[config.mk]
export PLATFORM = sky130hd
export DESIGN_NAME = bfrlt_stack_cell
export DESIGN_NICKNAME = d
export VERILOG_FILES = /design/src/hdl/bf_run_length_tokenizer_unit_assert.svh /design/src/hdl/bfrlt_pkg.sv /design/src/hdl/bfrlt_stack_cell.sv
export SDC_FILE = /design/constraint.sdc
export NUM_CORES = 1
export LEC_CHECK = 0
export ABC_AREA = 1
export BUFFER_PORTS_ARGS = -buffer_cell sky130_fd_sc_hd__buf_4
export CAP_MARGIN = 5
export CORE_AREA = 3 3 47 49
export CTS_CLUSTER_DIAMETER = 100
export DETAILED_ROUTE_END_ITERATION = 10
export DIE_AREA = 0 0 50 52
export PLACE_DENSITY = 0.72
export RECOVER_POWER = 50
export SYNTH_ARGS = -nofsm -noshare
export SYNTH_HDL_FRONTEND = slang
export SYNTH_SLANG_ARGS = --single-unit
[constraint.sdc]
create_clock -name clk -period 1.8 [get_ports clk]
set_input_delay 0.36 -clock clk [delete_from_list [all_inputs] [get_ports clk]]
set_output_delay 0.36 -clock clk [all_outputs]
set_load 0.05 [all_outputs]
[src/hdl/bf_run_length_tokenizer_unit_assert.svh]
// Assertion helpers for the tokenizer.
`ifndef BF_RUN_LENGTH_TOKENIZER_UNIT_ASSERT_SVH
`define BF_RUN_LENGTH_TOKENIZER_UNIT_ASSERT_SVH

// Same-cycle implication.
`define BFRLT_ASSERT_IMP(name, clk_s, rst_s, pre, post, msg) \
  name: assert property (@(posedge clk_s) disable iff (rst_s) (pre) |-> (post)) \
    else $error(msg);

// Next-cycle implication.
`define BFRLT_ASSERT_NXT(name, clk_s, rst_s, pre, post, msg) \
  name: assert property (@(posedge clk_s) disable iff (rst_s) (pre) |=> (post)) \
    else $error(msg);

`endif

[src/hdl/bfrlt_pkg.sv]
package bfrlt_pkg;

  localparam int SYMBOL_W    = 8;
  localparam int KIND_W      = 4;
  localparam int AMOUNT_W    = 17;
  localparam int LABEL_OUT_W = 16;
  localparam int ERR_W       = 2;
  localparam int SCALE_W     = 3;

  localparam logic [SCALE_W-1:0] SCALE_RESET = 3'd4;
  localparam int unsigned AMOUNT_MAX = 131071;

  localparam int NEST_DEPTH_DEF = 256;
  localparam int LABEL_BITS_DEF = 16;
  localparam int COUNT_BITS_DEF = 16;

  // Output queue depth, power of two, at least 2.
  localparam int OQ_DEPTH = 4;

  localparam logic [SYMBOL_W-1:0] SYM_PLUS  = 8'h2B;
  localparam logic [SYMBOL_W-1:0] SYM_COMMA = 8'h2C;
  localparam logic [SYMBOL_W-1:0] SYM_MINUS = 8'h2D;
  localparam logic [SYMBOL_W-1:0] SYM_DOT   = 8'h2E;
  localparam logic [SYMBOL_W-1:0] SYM_LT    = 8'h3C;
  localparam logic [SYMBOL_W-1:0] SYM_GT    = 8'h3E;
  localparam logic [SYMBOL_W-1:0] SYM_OPEN  = 8'h5B;
  localparam logic [SYMBOL_W-1:0] SYM_CLOSE = 8'h5D;

  typedef enum logic [KIND_W-1:0] {
    OP_ADD   = 4'd0,
    OP_SUB   = 4'd1,
    OP_FWD   = 4'd2,
    OP_BACK  = 4'd3,
    OP_WRITE = 4'd4,
    OP_READ  = 4'd5,
    OP_OPEN  = 4'd6,
    OP_CLOSE = 4'd7,
    OP_EXIT  = 4'd8
  } op_kind_t;

  typedef enum logic [ERR_W-1:0] {
    ERR_NONE      = 2'd0,
    ERR_UNMATCHED = 2'd1,
    ERR_UNCLOSED  = 2'd2,
    ERR_OVERFLOW  = 2'd3
  } err_code_t;

  typedef enum logic [1:0] {
    RUN_NONE = 2'd0,
    RUN_CELL = 2'd1,
    RUN_PTR  = 2'd2
  } run_kind_t;

  typedef struct packed {
    op_kind_t                 op_kind;
    logic [AMOUNT_W-1:0]      amount;
    logic [LABEL_OUT_W-1:0]   label_here;
    logic [LABEL_OUT_W-1:0]   label_target;
    err_code_t                error_code;
    logic                     last_of_run;
  } op_rec_t;

  typedef struct packed {
    logic push;
    logic pop;
  } stack_ctl_t;

endpackage

[src/hdl/bfrlt_stack_cell.sv]
module bfrlt_stack_cell #(
  parameter int LABEL_BITS = bfrlt_pkg::LABEL_BITS_DEF
) (
  input  logic                   clk,
  input  bfrlt_pkg::stack_ctl_t  ctl,
  input  logic [LABEL_BITS-1:0]  from_above,
  input  logic [LABEL_BITS-1:0]  from_below,
  output logic [LABEL_BITS-1:0]  value
);
  import bfrlt_pkg::*;

  // Push shifts the column down, pop shifts it up.
  always_ff @(posedge clk) begin
    if (ctl.push) begin
      value <= from_above;
    end else if (ctl.pop) begin
      value <= from_below;
    end
  end

endmodule

==> results.json <==
{
  "netSwitchingFraction_pct": 33.6,
  "worst_hold_path.num_cells": 3,
  "final-hold-violation-count": 0,
  "timing.critical_path.from_type": "flip-flop",
  "clock-sinks": 16,
  "vdd_ir_drop_max_v": 0.000366,
  "crit_arrival_ns": 1.09,
  "first_pass_iters": 4,
  "finalWeightedCongestion": 0.714,
  "synth.yosys.warnings": 0,
  "globalRoute.totalOverflow": 0,
  "port_buffers": 50,
  "vias_per_cell": 4.38,
  "std_cell_rows": 16,
  "die_w_microns": 50,
  "routedWlPerCell_microns": 11.4,
  "top_level_ports": 51,
  "post_synthesis_sequential_element_count": 16,
  "worst_setup_path_end_kind": "primary output",
  "max_freq_mhz": 690,
  "maxCapViolations": 0,
  "crit_path_required_time_ns": 1.44,
  "drc": 0,
  "setup_total_negative_slack_ns": 0,
  "critical_path.cell_chain": "clkbuf_1",
  "seq_power_share_pct": 49.3,
  "design.final.nets": 156,
  "layout.cells.most_common_list": "nand2_1 (43), buf_4 (42), edfxtp_1 (16), clkbuf_1 (8), nand2_2 (5)",
  "timing_worst_setup_path_type": "reg2out",
  "netSwitchingPower_uw": 319,
  "timing.critical_path.fanout_max": 1,
  "initial_core_util_pct": 38.4,
  "hp-start": "from_below[15]",
  "layout-drive-gt1-share_pct": 42.5,
  "detailed_route_wire_length_microns": 1680,
  "clkSlewWorstSetupHoldPaths_ns": 0.09,
  "worstHoldEndpoint": "value[15]",
  "root_buffer": "clkbuf_4",
  "slew_violations": 0,
  "syn-cell-area_sq_um": 731,
  "grt_usage_pct": 13.3,
  "outcome": "finished clean",
  "clock_tree.buffer_depth": 2,
  "worst_hold_check_slack_ns": 0.341,
  "biggestRegsByFlops": "value (16)",
  "fp.dieH_microns": 52,
  "num_antenna_cells": 0,
  "yosysSeqAreaShare_pct": 65.8,
  "h_tree_depth": 1,
  "fp.coreArea_sq_um": 1900,
  "cp_top_family": "buffers and inverters",
  "final_min_period_over_clock_period_pct": 80.5,
  "tritoncts_clock_tree": "yes",
  "design_area_sq_um": 1090,
  "via_count": 644,
  "slew_of_the_pin_with_the_lowest_slew_margin_ns": 0.650,
  "die_area_sq_um": 2600,
  "buffers_inverters_on_critical_path": 1,
  "layout_min_cycle_time_ns": 1.45,
  "post_cts_resized": 0,
  "gate_count_of_the_mapped_netlist": 69,
  "dpl.hpwl_microns": 1310,
  "slew_headroom_pct": 56.7,
  "post_cts_hold_buffer_count": 0,
  "synthDistinctLibCells": 7,
  "finalSetupViolCount": 0,
  "antenna_violating_nets_left": 0,
  "power.share.combinational_pct": 31.1,
  "power.share.clock_pct": 19.6,
  "min_delay_worst_type": "in2reg",
  "dpl-instance-area_sq_um": 1100,
  "drt_first_iter_violations": 3,
  "worst_path_largest_cell_delay_ns": 0.48,
  "power.density_cell_area_nw_per_um2": 871,
  "number_of_antenna_violations_at_the_first_check_in_global_routing": 0,
  "grt_first_pass_wirelength_microns": 2510,
  "grt_start_max_net_pins": 19,
  "cell_internal_pwr_uw": 630,
  "mostFrequentLayoutCell": "nand2_1",
  "grt_pass1_vias": 576,
  "post_cts_buffers": 0,
  "cpMaxStageDelayCell": "clkbuf_1",
  "max_flop_register": "value",
  "largest_register_ff_count": 16,
  "grt_setup_unrepaired": "no",
  "leakage_nw": 0.536,
  "synth_to_final_area_change_pct": 49.1,
  "syn_avg_cell_area_sq_um": 10.6,
  "cts_inserted_buffers": 3,
  "synthesis.nets": 104
}
cell families (layout without fill, tap and decap cells):
kind of cell	count (synthesis)	count (layout)	share of synthesized area, %
buf+inv	4	55	7.02
flops	16	16	65.8
simple gates	49	49	27.2
cells in the mapped netlist:
cell type  count  area share (%)
nand2_2        5             4.3
or2_1          1            0.86
buf_6          2             3.1
inv_6          1             1.2
nand2_1       43              22
edfxtp_1      16              66
buf_12         1             2.7
power by group through the flow:
| stage | clock [mW] | combinational [mW] | sequential, mW |
|---|---|---|---|
| floorplan | 0 | 0.0505 | 0.623 |
| finish | 0.186 | 0.295 | 0.468 |
| global route | 0.198 | 0.312 | 0.474 |
| global placement | 0 | 0.312 | 0.477 |
| detailed placement | 0 | 0.315 | 0.477 |
| CTS | 0.189 | 0.316 | 0.469 |
cell type report:
cell class | instances | area, sq um
Fill cell | 179 | 812
Sequential cell | 16 | 480
Timing Repair Buffer | 50 | 345
Multi-Input combinational cell | 49 | 199
Tap cell | 27 | 33.8
Clock buffer | 3 | 22.5
Inverter | 1 | 5.00
Clock inverter | 1 | 3.75
stage by stage:
step / setup slack (ns) / power, mW / cells / utilization (%)
CTS: 0.560 / 0.974 / 147 / 59.1
finish: 0.351 / 0.949 / 147 / 57.3
global placement: 0.303 / 0.789 / 143 / 57.7
floorplan: 0.529 / 0.674 / 69 / -
detailed placement: 0.276 / 0.792 / 143 / 57.7
global route: 0.300 / 0.983 / 147 / 57.3
metal layers:
layer  share of wire (%)  global-route usage [%]  up-vias
li1                    -                       -      321
met1                  36                    14.5      297
met2                  54                    21.3       22
met3                 6.9                    2.58        4
met4                 2.7                    12.9        0
met5                   0                       0        -
worst max-delay path by stage:
stage | startpoint | end | slack [ns] | cells past startpoint
6_report | value[1] | value[1] | 0.35 | 1
5_1_grt | ctl[1] | value[14] | 0.30 | 4
4_1_cts | value[5] | value[5] | 0.56 | 1
3_5_place_dp | ctl[1] | value[8] | 0.28 | 2
3_3_place_gp | ctl[1] | value[8] | 0.30 | 2
2_1_floorplan | ctl[1] | value[0] | 0.53 | 2
Note: power is estimated with default switching activity, not from simulation.
