--- config.mk ---
export PLATFORM = sky130hd
export DESIGN_NAME = bfrlt_out_queue_flat
export DESIGN_NICKNAME = d
export VERILOG_FILES = /design/src/hdl/bf_run_length_tokenizer_unit_assert.svh /design/src/hdl/bfrlt_pkg.sv /design/src/hdl/bfrlt_if.sv /design/src/hdl/bfrlt_out_queue.sv /design/src/flat_wrapper.sv
export SDC_FILE = /design/constraint.sdc
export NUM_CORES = 1
export LEC_CHECK = 0
export BUFFER_PORTS_ARGS = -buffer_cell sky130_fd_sc_hd__buf_2
export CORE_UTILIZATION = 47
export DETAILED_ROUTE_END_ITERATION = 6
export GPL_ROUTABILITY_DRIVEN = 0
export HOLD_SLACK_MARGIN = 0.08
export PLACE_DENSITY = 0.79
export SETUP_SLACK_MARGIN = 0.05
export SYNTH_ARGS = -nofsm -noshare
export SYNTH_HDL_FRONTEND = slang
export SYNTH_SLANG_ARGS = --single-unit
--- constraint.sdc ---
create_clock -name clk -period 13.45 [get_ports clk]
set_clock_uncertainty 0.15 [all_clocks]
set_input_delay 2.0175 -clock clk [delete_from_list [all_inputs] [get_ports clk]]
set_output_delay 2.0175 -clock clk [all_outputs]
set_load 0.005 [all_outputs]
--- src/hdl/bf_run_length_tokenizer_unit_assert.svh ---
// Assertion helpers for the tokenizer.
`ifndef BF_RUN_LENGTH_TOKENIZER_UNIT_ASSERT_SVH
`define BF_RUN_LENGTH_TOKENIZER_UNIT_ASSERT_SVH

// Same-cycle implication.
`define BFRLT_ASSERT_IMP(name, clk_s, rst_s, pre, post, msg) \
  name: assert property (@(posedge clk_s) disable iff (rst_s) (pre) |-> (post)) \
    else $error(msg);

// Next-cycle implication.
`define BFRLT_ASSERT_NXT(name, clk_s, rst_s, pre, post, msg) \
  name: assert property (@(posedge clk_s) disable iff (rst_s) (pre) |=> (post)) \
    else $error(msg);

`endif

--- src/hdl/bfrlt_pkg.sv ---
package bfrlt_pkg;

  localparam int SYMBOL_W    = 8;
  localparam int KIND_W      = 4;
  localparam int AMOUNT_W    = 17;
  localparam int LABEL_OUT_W = 16;
  localparam int ERR_W       = 2;
  localparam int SCALE_W     = 3;

  localparam logic [SCALE_W-1:0] SCALE_RESET = 3'd4;
  localparam int unsigned AMOUNT_MAX = 131071;

  localparam int NEST_DEPTH_DEF = 256;
  localparam int LABEL_BITS_DEF = 16;
  localparam int COUNT_BITS_DEF = 16;

  // Output queue depth, power of two, at least 2.
  localparam int OQ_DEPTH = 4;

  localparam logic [SYMBOL_W-1:0] SYM_PLUS  = 8'h2B;
  localparam logic [SYMBOL_W-1:0] SYM_COMMA = 8'h2C;
  localparam logic [SYMBOL_W-1:0] SYM_MINUS = 8'h2D;
  localparam logic [SYMBOL_W-1:0] SYM_DOT   = 8'h2E;
  localparam logic [SYMBOL_W-1:0] SYM_LT    = 8'h3C;
  localparam logic [SYMBOL_W-1:0] SYM_GT    = 8'h3E;
  localparam logic [SYMBOL_W-1:0] SYM_OPEN  = 8'h5B;
  localparam logic [SYMBOL_W-1:0] SYM_CLOSE = 8'h5D;

  typedef enum logic [KIND_W-1:0] {
    OP_ADD   = 4'd0,
    OP_SUB   = 4'd1,
    OP_FWD   = 4'd2,
    OP_BACK  = 4'd3,
    OP_WRITE = 4'd4,
    OP_READ  = 4'd5,
    OP_OPEN  = 4'd6,
    OP_CLOSE = 4'd7,
    OP_EXIT  = 4'd8
  } op_kind_t;

  typedef enum logic [ERR_W-1:0] {
    ERR_NONE      = 2'd0,
    ERR_UNMATCHED = 2'd1,
    ERR_UNCLOSED  = 2'd2,
    ERR_OVERFLOW  = 2'd3
  } err_code_t;

  typedef enum logic [1:0] {
    RUN_NONE = 2'd0,
    RUN_CELL = 2'd1,
    RUN_PTR  = 2'd2
  } run_kind_t;

  typedef struct packed {
    op_kind_t                 op_kind;
    logic [AMOUNT_W-1:0]      amount;
    logic [LABEL_OUT_W-1:0]   label_here;
    logic [LABEL_OUT_W-1:0]   label_target;
    err_code_t                error_code;
    logic                     last_of_run;
  } op_rec_t;

  typedef struct packed {
    logic push;
    logic pop;
  } stack_ctl_t;

endpackage

--- src/hdl/bfrlt_if.sv ---


interface bfrlt_out_if;
  logic                               valid;
  logic                               ready;
  logic [bfrlt_pkg::KIND_W-1:0]       op_kind;
  logic [bfrlt_pkg::AMOUNT_W-1:0]     amount;
  logic [bfrlt_pkg::LABEL_OUT_W-1:0]  label_here;
  logic [bfrlt_pkg::LABEL_OUT_W-1:0]  label_target;
  logic [bfrlt_pkg::ERR_W-1:0]        error_code;
  logic                               last_of_run;

  modport source (output valid, output op_kind, output amount, output label_here,
                  output label_target, output error_code, output last_of_run,
                  input ready);
  modport sink (input valid, input op_kind, input amount, input label_here,
                input label_target, input error_code, input last_of_run,
                output ready);
endinterface


--- src/hdl/bfrlt_out_queue.sv ---
module bfrlt_out_queue (
  input  logic               clk,
  input  logic               rst,
  input  logic [1:0]         push_cnt,
  input  bfrlt_pkg::op_rec_t push_a,
  input  bfrlt_pkg::op_rec_t push_b,
  output logic               room,
  bfrlt_out_if.source        ops
);
  import bfrlt_pkg::*;

  localparam int PTR_W = $clog2(OQ_DEPTH);
  localparam int CNT_W = $clog2(OQ_DEPTH + 1);

  op_rec_t             entries [OQ_DEPTH];
  logic [PTR_W-1:0]    wptr;
  logic [PTR_W-1:0]    rptr;
  logic [CNT_W-1:0]    count;
  logic                pop;
  op_rec_t             head;

  assign pop  = ops.valid && ops.ready;
  // Room for the worst case of two records from one item.
  assign room = count <= CNT_W'(OQ_DEPTH - 2);

  always_ff @(posedge clk) begin
    if (push_cnt != 2'd0) begin
      entries[wptr] <= push_a;
    end
    if (push_cnt == 2'd2) begin
      entries[wptr + PTR_W'(1)] <= push_b;
    end
  end

  always_ff @(posedge clk) begin
    if (rst) begin
      wptr  <= '0;
      rptr  <= '0;
      count <= '0;
    end else begin
      wptr  <= wptr + PTR_W'(push_cnt);
      rptr  <= rptr + PTR_W'(pop);
      count <= count + CNT_W'(push_cnt) - CNT_W'(pop);
    end
  end

  assign head             = entries[rptr];
  assign ops.valid        = count != '0;
  assign ops.op_kind      = head.op_kind;
  assign ops.amount       = head.amount;
  assign ops.label_here   = head.label_here;
  assign ops.label_target = head.label_target;
  assign ops.error_code   = head.error_code;
  assign ops.last_of_run  = head.last_of_run;

endmodule

--- src/flat_wrapper.sv ---
// flat-port wrapper written by rule: the top's interface ports become plain ports
module bfrlt_out_queue_flat import bfrlt_pkg::*;
  (clk, rst, push_cnt, push_a, push_b, room, ops_valid, ops_op_kind, ops_amount, ops_label_here, ops_label_target, ops_error_code, ops_last_of_run, ops_ready);
  bfrlt_out_if ops_i ();
  input  logic clk;
  input  logic rst;
  input  logic [1:0] push_cnt;
  input  bfrlt_pkg::op_rec_t push_a;
  input  bfrlt_pkg::op_rec_t push_b;
  output logic room;
  output wire logic [$bits(ops_i.valid)-1:0] ops_valid;
  output wire logic [$bits(ops_i.op_kind)-1:0] ops_op_kind;
  output wire logic [$bits(ops_i.amount)-1:0] ops_amount;
  output wire logic [$bits(ops_i.label_here)-1:0] ops_label_here;
  output wire logic [$bits(ops_i.label_target)-1:0] ops_label_target;
  output wire logic [$bits(ops_i.error_code)-1:0] ops_error_code;
  output wire logic [$bits(ops_i.last_of_run)-1:0] ops_last_of_run;
  input wire logic [$bits(ops_i.ready)-1:0] ops_ready;
  assign ops_valid = ops_i.valid;
  assign ops_op_kind = ops_i.op_kind;
  assign ops_amount = ops_i.amount;
  assign ops_label_here = ops_i.label_here;
  assign ops_label_target = ops_i.label_target;
  assign ops_error_code = ops_i.error_code;
  assign ops_last_of_run = ops_i.last_of_run;
  assign ops_i.ready = ops_ready;
  bfrlt_out_queue u_core (.clk(clk), .rst(rst), .push_cnt(push_cnt), .push_a(push_a), .push_b(push_b), .room(room), .ops(ops_i));
endmodule
==> out/metrics.yaml, run 1 <==
outcome: "complete, no violations"
critPathLaunch: "u_core.rptr[0]"
path_max_fanout: 35
yosysWarnings: 0
synthDistinctLibCells: 27
cts_tree: "built"
cts_setup_buffers: 0
setup_ws_ns: 8.603
post_drt_wl_per_cell_um: 21.13
syn_to_final_growth_pct: 17.27
path_clk_slew_ns: 0.05
synthTopCellsByArea: "edfxtp_1, mux2_2, mux4_2"
r2r-start: "u_core.wptr[1]"
start_util_pct: 47.91
ys_ff_latch: 231
drive_gt1_share_pct: 54.64
max-vdd-ir-drop_mv: 0.08852
ios: 175
pwr-share-comb_pct: 19.7
yosys.area.top_type: "edfxtp_1"
grt_max_degree: 58
timing_worst_setup_path_type: "flop to output port"
clock-root-buffer: "clkbuf_16"
drcViolationCount: 0
io_buffers: 174
leakagePower_nw: 4.605
layout.cells.non_filler: 1096
hold_class: "flop to flop"
setup_viol: 0
power_frac_seq_pct: 47.0
die_w_um: 156.5
die_h_um: 156.5
tns_ns: 0
ctsHoldBuffers: 0
drtAntennaViolNets: 0
swShare_pct: 24.91
p_switching_w: 0.0004911
max_freq_mhz: 206.3
p_int_w: 0.001481
min_from: "u_core.count[2]"
layout.nets: 880
syn-cell-area_um2: 11210
startpoint_type: "flop"
core_region_area_um2: 23400
dieArea_um2: 24480
dr.first_iter.drc_count: 307
numCtsBuffers: 26
finalHoldViolCount: 0
final_common_cell: "edfxtp_1"
cts_resized: 0
dp_worst_setup_slack_ns: 8.663
wl_mm: 23.16
syn_nets: 707
grt_first_pass_wirelength_mm: 35.25
cts_buffer_depth: 3
vias: 6086
syn_inst: 586
vias_per_cell: 5.553
drt_pass1_iterations: 4
cts_sinks: 231
p_clk_share_pct: 33.3
antenna_found_initial: 1
period_share_pct: 36.04
place_hpwl_mm: 13.01
rsz0062_at_grt: "no"
seq_area_frac_synth_pct: 61.24
grt_usage_pct: 19.07
drv_slew: 0
htreeDepth: 1
final_cell_mix: "edfxtp_1, buf_2, mux2_2"
rows: 56
dp.cells: 1050
synth_area_per_cell_um2: 19.14
tightest_slew_ns: 1.099
clk_latency_ns: 0.51
synth_top_area_share_pct: 59.99
nFillCells: 1869
hold_ws_ns: 0.5826
crit_arrival_ns: 2.68
worstPathRequired_ns: 11.28
grt_pass1_vias: 6449
maxCapViolCount: 0
power_w: 0.001972
grt-ovfl-total: 0
power_density_nw_per_um2: 149.9
period_needed_ns: 4.847
end_kind: "output port"
slew_headroom_pct: 26.73
per-stage QoR:
stage	utilization [%]	instance area, um^2
floorplan	-	11210
global placement	52.83	12360
detailed placement	52.83	12360
CTS	56.18	13150
global route	56.19	13150
finish	56.19	13150
power groups by stage:
stage	Clock (W)	Combinational [W]	Sequential, W
floorplan	0	0.000268	0.000920
CTS	0.000668	0.000399	0.000929
finish	0.000656	0.000389	0.000927
detailed placement	0	0.000396	0.000944
global placement	0	0.000392	0.000941
global route	0.000694	0.000422	0.000936
layout make-up:
class                      instances  area (um^2)  area share [%]
multi-input combinational        313         4139           31.47
clock inverter                    11        82.58          0.6280
tap                              319        399.1           3.035
timing repair buffer             183        938.4           7.136
antenna                            1        2.502         0.01903
inverter                           4        15.01          0.1142
sequential                       231         6872           52.26
clock buffer                      34        701.9           5.338
flip-flops by register name, indices dropped and copies added, names as in the netlist:
register and cells:
u_core.count 3, u_core.entries 224, u_core.rptr 2, u_core.wptr 2
routing by layer:
layer	share of wire (%)	global-route usage [%]	up-vias	routed length (um)
met5	0	0	-	0
met4	1.8	5.789	0	424
met3	4.6	2.797	38	1059
met2	51	32.91	153	11860
met1	42	24.96	3138	9816
li1	-	-	2757	-
logic make-up after synthesis:
| family | after synthesis | synth area share, % |
|---|---|---|
| buffers and inverters | 42 | 2.332 |
| adders and majority gates | 4 | 0.5133 |
| DFF | 231 | 61.24 |
| muxes | 284 | 34.12 |
| and+or+nand+nor | 17 | 1.027 |
| AOI/OAI and AO/OA | 6 | 0.3681 |
| xor gates and xnor gates | 2 | 0.4017 |
Yosys cell counts, drive strengths merged:
cell type    n
a21oi        1
and4bb       2
buf         35
clkbuf       3
dfxtp        7
edfxtp     224
fa           1
ha           3
inv          4
mux2       226
mux2i        2
mux4        56
nand4b       1
nor2         6
nor2b        5
nor4b        1
o21ai        1
o21bai       2
o311ai       1
o31ai        1
or2          1
or3          1
xnor3        2
critical path, stage by stage (launching register included):
cell and delay, ns:
dfxtp_4 0.68, buf_4 0.69, mux4_2 0.61, buf_2 0.15
path summary, 6_finish.rpt:
| kind | end | slack, ns | cells after the start |
|---|---|---|---|
| setup / recovery | ops_error_code[0] | 8.60 | 3 |
| hold / removal | u_core.count[2] | 0.58 | 2 |
| setup reg to reg | u_core.entries[2][4] | 10.41 | 4 |
| hold reg to reg | u_core.count[2] | 0.58 | 2 |
Note: power is estimated with default switching activity, not from simulation.
==> run 2: changes to the inputs <==
ABC_AREA = 1   (was unset)
PLACE_DENSITY = 0.82   (was 0.79)
clock period = 4.3 ns   (was 13.45 ns; I/O delays follow)
==> out/metrics.yaml, run 2 <==
drtAntennaViolNets: 0  # unchanged
slew_headroom_pct: 20.28  # was 26.73%
cts_setup_buffers: 0  # unchanged
vias_per_cell: 5.571  # was 5.553
yosysWarnings: 0  # unchanged
end_kind: "output port"  # unchanged
dieArea_um2: 24230  # was 24480 um^2
crit_arrival_ns: 2.49  # was 2.68 ns
die_h_um: 155.7  # was 156.5 um
antenna_found_initial: 3  # was 1
cts_tree: "built"  # unchanged
path_clk_slew_ns: 0.06  # was 0.05 ns
syn-cell-area_um2: 11100  # was 11210 um^2
power_density_nw_per_um2: 487.9  # was 149.9 nW/um^2
start_util_pct: 48.42  # was 47.91%
hold_class: "input pin to flop"  # was flop to flop
cts_sinks: 231  # unchanged
r2r-start: "u_core.wptr[0]"  # was u_core.wptr[1]
synthTopCellsByArea: "edfxtp_1, o21ai_0, nand2_1"  # was edfxtp_1, mux2_2, mux4_2
reg_top3: "u_core.entries: 224 flops, u_core.count: 3 flops"  # unchanged
r2r_cells: 5  # was 4
maxCapViolCount: 0  # unchanged
place_hpwl_mm: 15.70  # was 13.01 mm
drive_gt1_share_pct: 18.05  # was 54.64%
core_region_area_um2: 22920  # was 23400 um^2
min_from: "rst"  # was u_core.count[2]
drcViolationCount: 0  # unchanged
worstPathRequired_ns: 3.50  # was 11.28 ns
ctsHoldBuffers: 0  # unchanged
critPathLaunch: "u_core.rptr[0]"  # unchanged
grt_pass1_vias: 8567  # was 6449
drt_pass1_iterations: 7  # was 4
max-vdd-ir-drop_mv: 0.2931  # was 0.08852 mV
yosys.area.top_type: "edfxtp_1"  # unchanged
period_share_pct: 76.48
vias: 9008  # was 6086
synthDistinctLibCells: 24  # was 27
rows: 55  # was 56
grt_first_pass_wirelength_mm: 43.37  # was 35.25 mm
worst-r2r-setup-slack_ns: 1.98  # was 10.41 ns
setup_ws_ns: 1.011  # was 8.603 ns
path_max_fanout: 115  # was 35
power_frac_seq_pct: 44.6  # was 47.0%
timing_worst_setup_path_type: "flop to output port"  # unchanged
dp_worst_setup_slack_ns: 1.576  # was 8.663 ns
final_cell_mix: "nand2_1, edfxtp_1, o21ai_0"  # was edfxtp_1, buf_2, mux2_2
p_switching_w: 0.001833  # was 0.0004911 W
grt_usage_pct: 22.82  # was 19.07%
tns_ns: 0  # unchanged
multi_input_area_um2: 3596  # was 4139 um^2
hold_ws_ns: 0.1835  # was 0.5826 ns
setup_viol: 0  # unchanged
async_reset_ff_share_pct: 0  # unchanged
final_common_cell: "nand2_1"  # was edfxtp_1
period_needed_ns: 3.289
syn_nets: 1281  # was 707
ys_ff_latch: 231  # unchanged
netlist_top_cells_count: "nand2_1, edfxtp_1, o21ai_0"  # was edfxtp_1, mux2_2, mux2_1
r2r_end: "u_core.entries[2][4]"  # unchanged
finalHoldViolCount: 0  # unchanged
power_w: 0.006289  # was 0.001972 W
cts_resized: 0  # unchanged
outcome: "complete, no violations"  # unchanged
die_w_um: 155.7  # was 156.5 um
io_buffers: 174  # unchanged
ios: 175  # unchanged
syn_inst: 1160  # was 586
tightest_slew_ns: 1.196  # was 1.099 ns
largest_reg_flops: 224  # unchanged
leakagePower_nw: 5.374  # was 4.605 nW
rsz0062_at_grt: "no"  # unchanged
grt_max_degree: 116  # was 58
synth_top_flop_cell: "edfxtp_1"  # unchanged
swShare_pct: 29.14  # was 24.91%
endpoint: "ops_label_target[7]"  # was ops_error_code[0]
grt-ovfl-total: 0  # unchanged
cts_buffer_depth: 3  # unchanged
wl_mm: 27.78  # was 23.16 mm
syn_to_final_growth_pct: 16.18  # was 17.27%
htreeDepth: 1  # unchanged
pwr-share-comb_pct: 22.3  # was 19.7%
top_register: "u_core.entries"  # unchanged
p_int_w: 0.004456  # was 0.001481 W
clock-root-buffer: "clkbuf_16"  # unchanged
nFillCells: 1940  # was 1869
dr.first_iter.drc_count: 701  # was 307
synth_area_per_cell_um2: 9.565  # was 19.14 um^2
p_clk_share_pct: 33.1  # was 33.3%
max_freq_mhz: 304.1
clk_latency_ns: 0.51  # about the same
layout.nets: 1408  # was 880
synth_top_area_share_pct: 60.62  # was 59.99%
numCtsBuffers: 25  # was 26
register_area_um2: 6872  # unchanged
synth_edf_count: 224  # unchanged
startpoint_type: "flop"  # unchanged
seq_area_frac_synth_pct: 61.89  # was 61.24%
drv_slew: 0  # unchanged
post_drt_wl_per_cell_um: 17.18  # was 21.13 um
synth.most_common_cell: "nand2_1"  # was edfxtp_1
==> run 2: changes by cell type after synthesis, sizes merged, moves of 38 or more <==
cell / change
nand2: +241
clkbuf: +38
o21ai: +336
mux4: -56
mux2: -226
inv: +66
o22ai: +56
nor2: +121
==> run 2: power groups by stage <==
stage	clock, W	sequential [W]	combinational [W]
floorplan	0	0.00284	0.000829
global placement	0	0.00284	0.00137
detailed placement	0	0.00285	0.00141
CTS	0.00210	0.00280	0.00141
global route	0.00219	0.00282	0.00157
finish	0.00208	0.00280	0.00140
==> run 2: metrics by stage <==
step	util, %	cell area, um^2	instances
2_1_floorplan	-	11100	1160
3_3_place_gp	52.81	12100	1573
3_5_place_dp	52.81	12100	1573
4_1_cts	56.23	12890	1615
5_1_grt	56.25	12890	1617
6_report	56.25	12890	1617
==> run 2: worst min-delay path by stage <==
stage                 endpoint  slack [ns]  depth (start not counted)
2_1_floorplan  u_core.count[2]        0.34                          2
3_3_place_gp   u_core.count[2]        0.36                          2
3_5_place_dp   u_core.count[2]        0.37                          2
4_1_cts         u_core.wptr[0]        0.17                          2
5_1_grt         u_core.wptr[0]        0.17                          2
6_report        u_core.wptr[0]        0.18                          2
==> run 2: layout make-up <==
| type | count | area share, % |
|---|---|---|
| Tap cell | 313 | 3.038 |
| Timing Repair Buffer | 185 | 7.590 |
| Inverter | 70 | 2.048 |
| Clock inverter | 15 | 1.174 |
| Multi-Input combinational cell | 774 | 27.89 |
| Clock buffer | 27 | 4.911 |
| Sequential cell | 231 | 53.30 |
| Antenna cell | 2 | 0.03882 |
==> run 2: cell families (layout without fill, tap and decap cells) <==
family,count (synthesis),in the layout,synth area share [%]
and+or+nand+nor,372,372,12.78
buffers and inverters,155,297,6.146
other,0,2,0
DFF,231,231,61.89
xor gates and xnor gates,2,2,0.1579
AOI/OAI and AO/OA,396,396,18.52
adders and majority gates,4,4,0.5188
==> run 2: metal layers <==
metal  vias to the layer above  share of wire (%)  global-route usage (%)
met2                       380                 49                   40.12
met3                        59                8.2                   3.639
met4                         2                2.6                   8.824
li1                       4311                  -                       -
met1                      4256                 40                   28.21
met5                         -              0.047                       0
==> run 2: critical path, stage by stage, from the launching register on <==
cell and delay (ns):
dfxtp_4 0.35, buf_4 0.88, o21ai_0 0.28, o22ai_1 0.29, buf_2 0.16
==> run 3: changes to the inputs <==
PLACE_DENSITY = 0.79   (was 0.82)
clock period = 3.4 ns   (was 4.3 ns; I/O delays follow)
==> out/metrics.yaml, run 3 (synthesized netlist as in run 2, its figures left out) <==
core_region_area_um2: 22920  # unchanged
register_area_um2: 6872  # unchanged
layout.nets: 1417  # was 1408
max_freq_mhz: 327.4
reg_top3: "u_core.entries: 224 flops, u_core.count: 3 flops"  # unchanged
finalHoldViolCount: 0  # unchanged
tightest_slew_ns: 0.9515  # was 1.196 ns
htreeDepth: 1  # unchanged
clock-root-buffer: "clkbuf_16"  # unchanged
timing_worst_setup_path_type: "flop to output port"  # unchanged
stdcell_area_um2: 13040  # was 12890 um^2
io_buffers: 174  # unchanged
cts_buffer_depth: 3  # unchanged
syn_to_final_growth_pct: 17.49  # was 16.18%
post_drt_wl_per_cell_um: 17.42  # was 17.18 um
nFillCells: 1935  # was 1940
drtAntennaViolNets: 0  # unchanged
grt_pass1_vias: 8767  # was 8567
largest_reg_flops: 224  # unchanged
whs_path_depth: 3  # was 2
period_share_pct: 89.83
end_kind: "output port"  # unchanged
drv_slew: 0  # unchanged
rows: 55  # unchanged
top_register: "u_core.entries"  # unchanged
drt_pass1_iterations: 6  # was 7
final_cell_mix: "nand2_1, edfxtp_1, o21ai_0"  # unchanged
numCtsBuffers: 25  # unchanged
multi_input_area_um2: 3596  # unchanged
drcViolationCount: 0  # unchanged
cts_setup_buffers: 0  # unchanged
place_area_um2: 12200  # was 12100 um^2
grt-ovfl-total: 0  # unchanged
setup_viol: 0  # unchanged
clk_latency_ns: 0.50  # was 0.51 ns
period_needed_ns: 3.054
setup_ws_ns: 0.3458  # was 1.011 ns
power_density_nw_per_um2: 619.2  # was 487.9 nW/um^2
drive_gt1_share_pct: 18.66  # was 18.05%
tns_ns: 0  # unchanged
path_clk_slew_ns: 0.07  # was 0.06 ns
slew_headroom_pct: 36.57  # was 20.28%
slowest_delay_ns: 0.94  # was 0.88 ns
hold_class: "input pin to flop"  # unchanged
grt_first_pass_wirelength_mm: 44.65  # was 43.37 mm
wl_mm: 28.39  # was 27.78 mm
dp_worst_setup_slack_ns: 0.7266  # was 1.576 ns
vias: 9006  # was 9008
maxCapViolCount: 0  # unchanged
antenna_found_initial: 3  # unchanged
dieArea_um2: 24230  # unchanged
outcome: "complete, no violations"  # unchanged
grt_max_degree: 113  # was 116
grt_usage_pct: 23.61  # was 22.82%
ios: 175  # unchanged
leakagePower_nw: 5.454  # was 5.374 nW
r2r_cells: 5  # unchanged
vias_per_cell: 5.525  # was 5.571
cp_cell_sequence: "buf_4 > o21ai_0 > o22ai_1 > buf_2"  # unchanged
final_common_cell: "nand2_1"  # unchanged
die_h_um: 155.7  # unchanged
dr.first_iter.drc_count: 818  # was 701
rsz0062_at_grt: "no"  # unchanged
cts_sinks: 231  # unchanged
path_max_fanout: 41  # was 115
die_w_um: 155.7  # unchanged
start_util_pct: 48.42  # unchanged
crit_arrival_ns: 2.39  # was 2.49 ns
startpoint_type: "flop"  # unchanged
cts_tree: "built"  # unchanged
slowest_stage: "dfxtp_2"  # was buf_4
worstPathRequired_ns: 2.74  # was 3.50 ns
max-vdd-ir-drop_mv: 0.3605  # was 0.2931 mV
place_hpwl_mm: 16.73  # was 15.70 mm
## run 3: area by class of cell
type                    count  area share (%)
inverters                  70           2.035
well taps                 313           3.004
repair buffers            194           8.331
diodes                      4         0.07678
flip-flops and latches    231           52.71
clock buffers              28           4.885
clock inverters            16           1.372
multi-input cells         774           27.58
## run 3: final timing paths
path,startpoint,end,slack (ns)
worst max register to register,u_core.wptr[0],u_core.entries[2][24],1.01
worst min register to register,u_core.count[2],u_core.count[2],0.38
worst max-delay path,u_core.rptr[1],ops_amount[15],0.35
worst min-delay path,push_a[21],u_core.entries[1][21],0.17
## run 3: worst max-delay path: cells and delay by family, from the launching register on
family                 cells  cell delay, ns
AO/OA/AOI/OAI              2            0.37
flip-flops                 1            0.94
buffers and inverters      2            0.55
## run 3: power by group
group	leakage, nW	internal [W]	switching (W)
sequential	2.16	0.00347	0.000139
clock	0.406	0.00165	0.00109
combinational	2.88	0.000618	0.00111
total	5.45	0.00573	0.00234
## run 3: stage by stage
stage / hold WS, ns / power [W] / utilization (%) / std cells
after floorplan: 0.3407 / 0.004638 / - / 1160
after global placement: 0.3556 / 0.005345 / 53.24 / 1581
after detailed placement: 0.3717 / 0.005393 / 53.24 / 1581
after CTS: 0.1590 / 0.008109 / 56.84 / 1626
after global routing: 0.1738 / 0.008451 / 56.88 / 1629
final: 0.1729 / 0.008072 / 56.89 / 1630
## run 3: routing by layer
| metal | global-route usage [%] | vias up | part of all wire (%) | wire length (um) |
|---|---|---|---|---|
| li1 | - | 4337 | - | - |
| met1 | 30.60 | 4206 | 40 | 11420 |
| met2 | 40.38 | 408 | 49 | 13840 |
| met3 | 3.583 | 55 | 8.4 | 2382 |
| met4 | 8.263 | 0 | 2.6 | 745 |
| met5 | 0 | - | 0 | 0 |
## run 3: repair_timing
action                                  4_1_cts  5_1_grt
hold buffers                                  1        0
resized for setup                             0        1
endpoints found under the setup margin        0       17
endpoints found under the hold margin         3        0
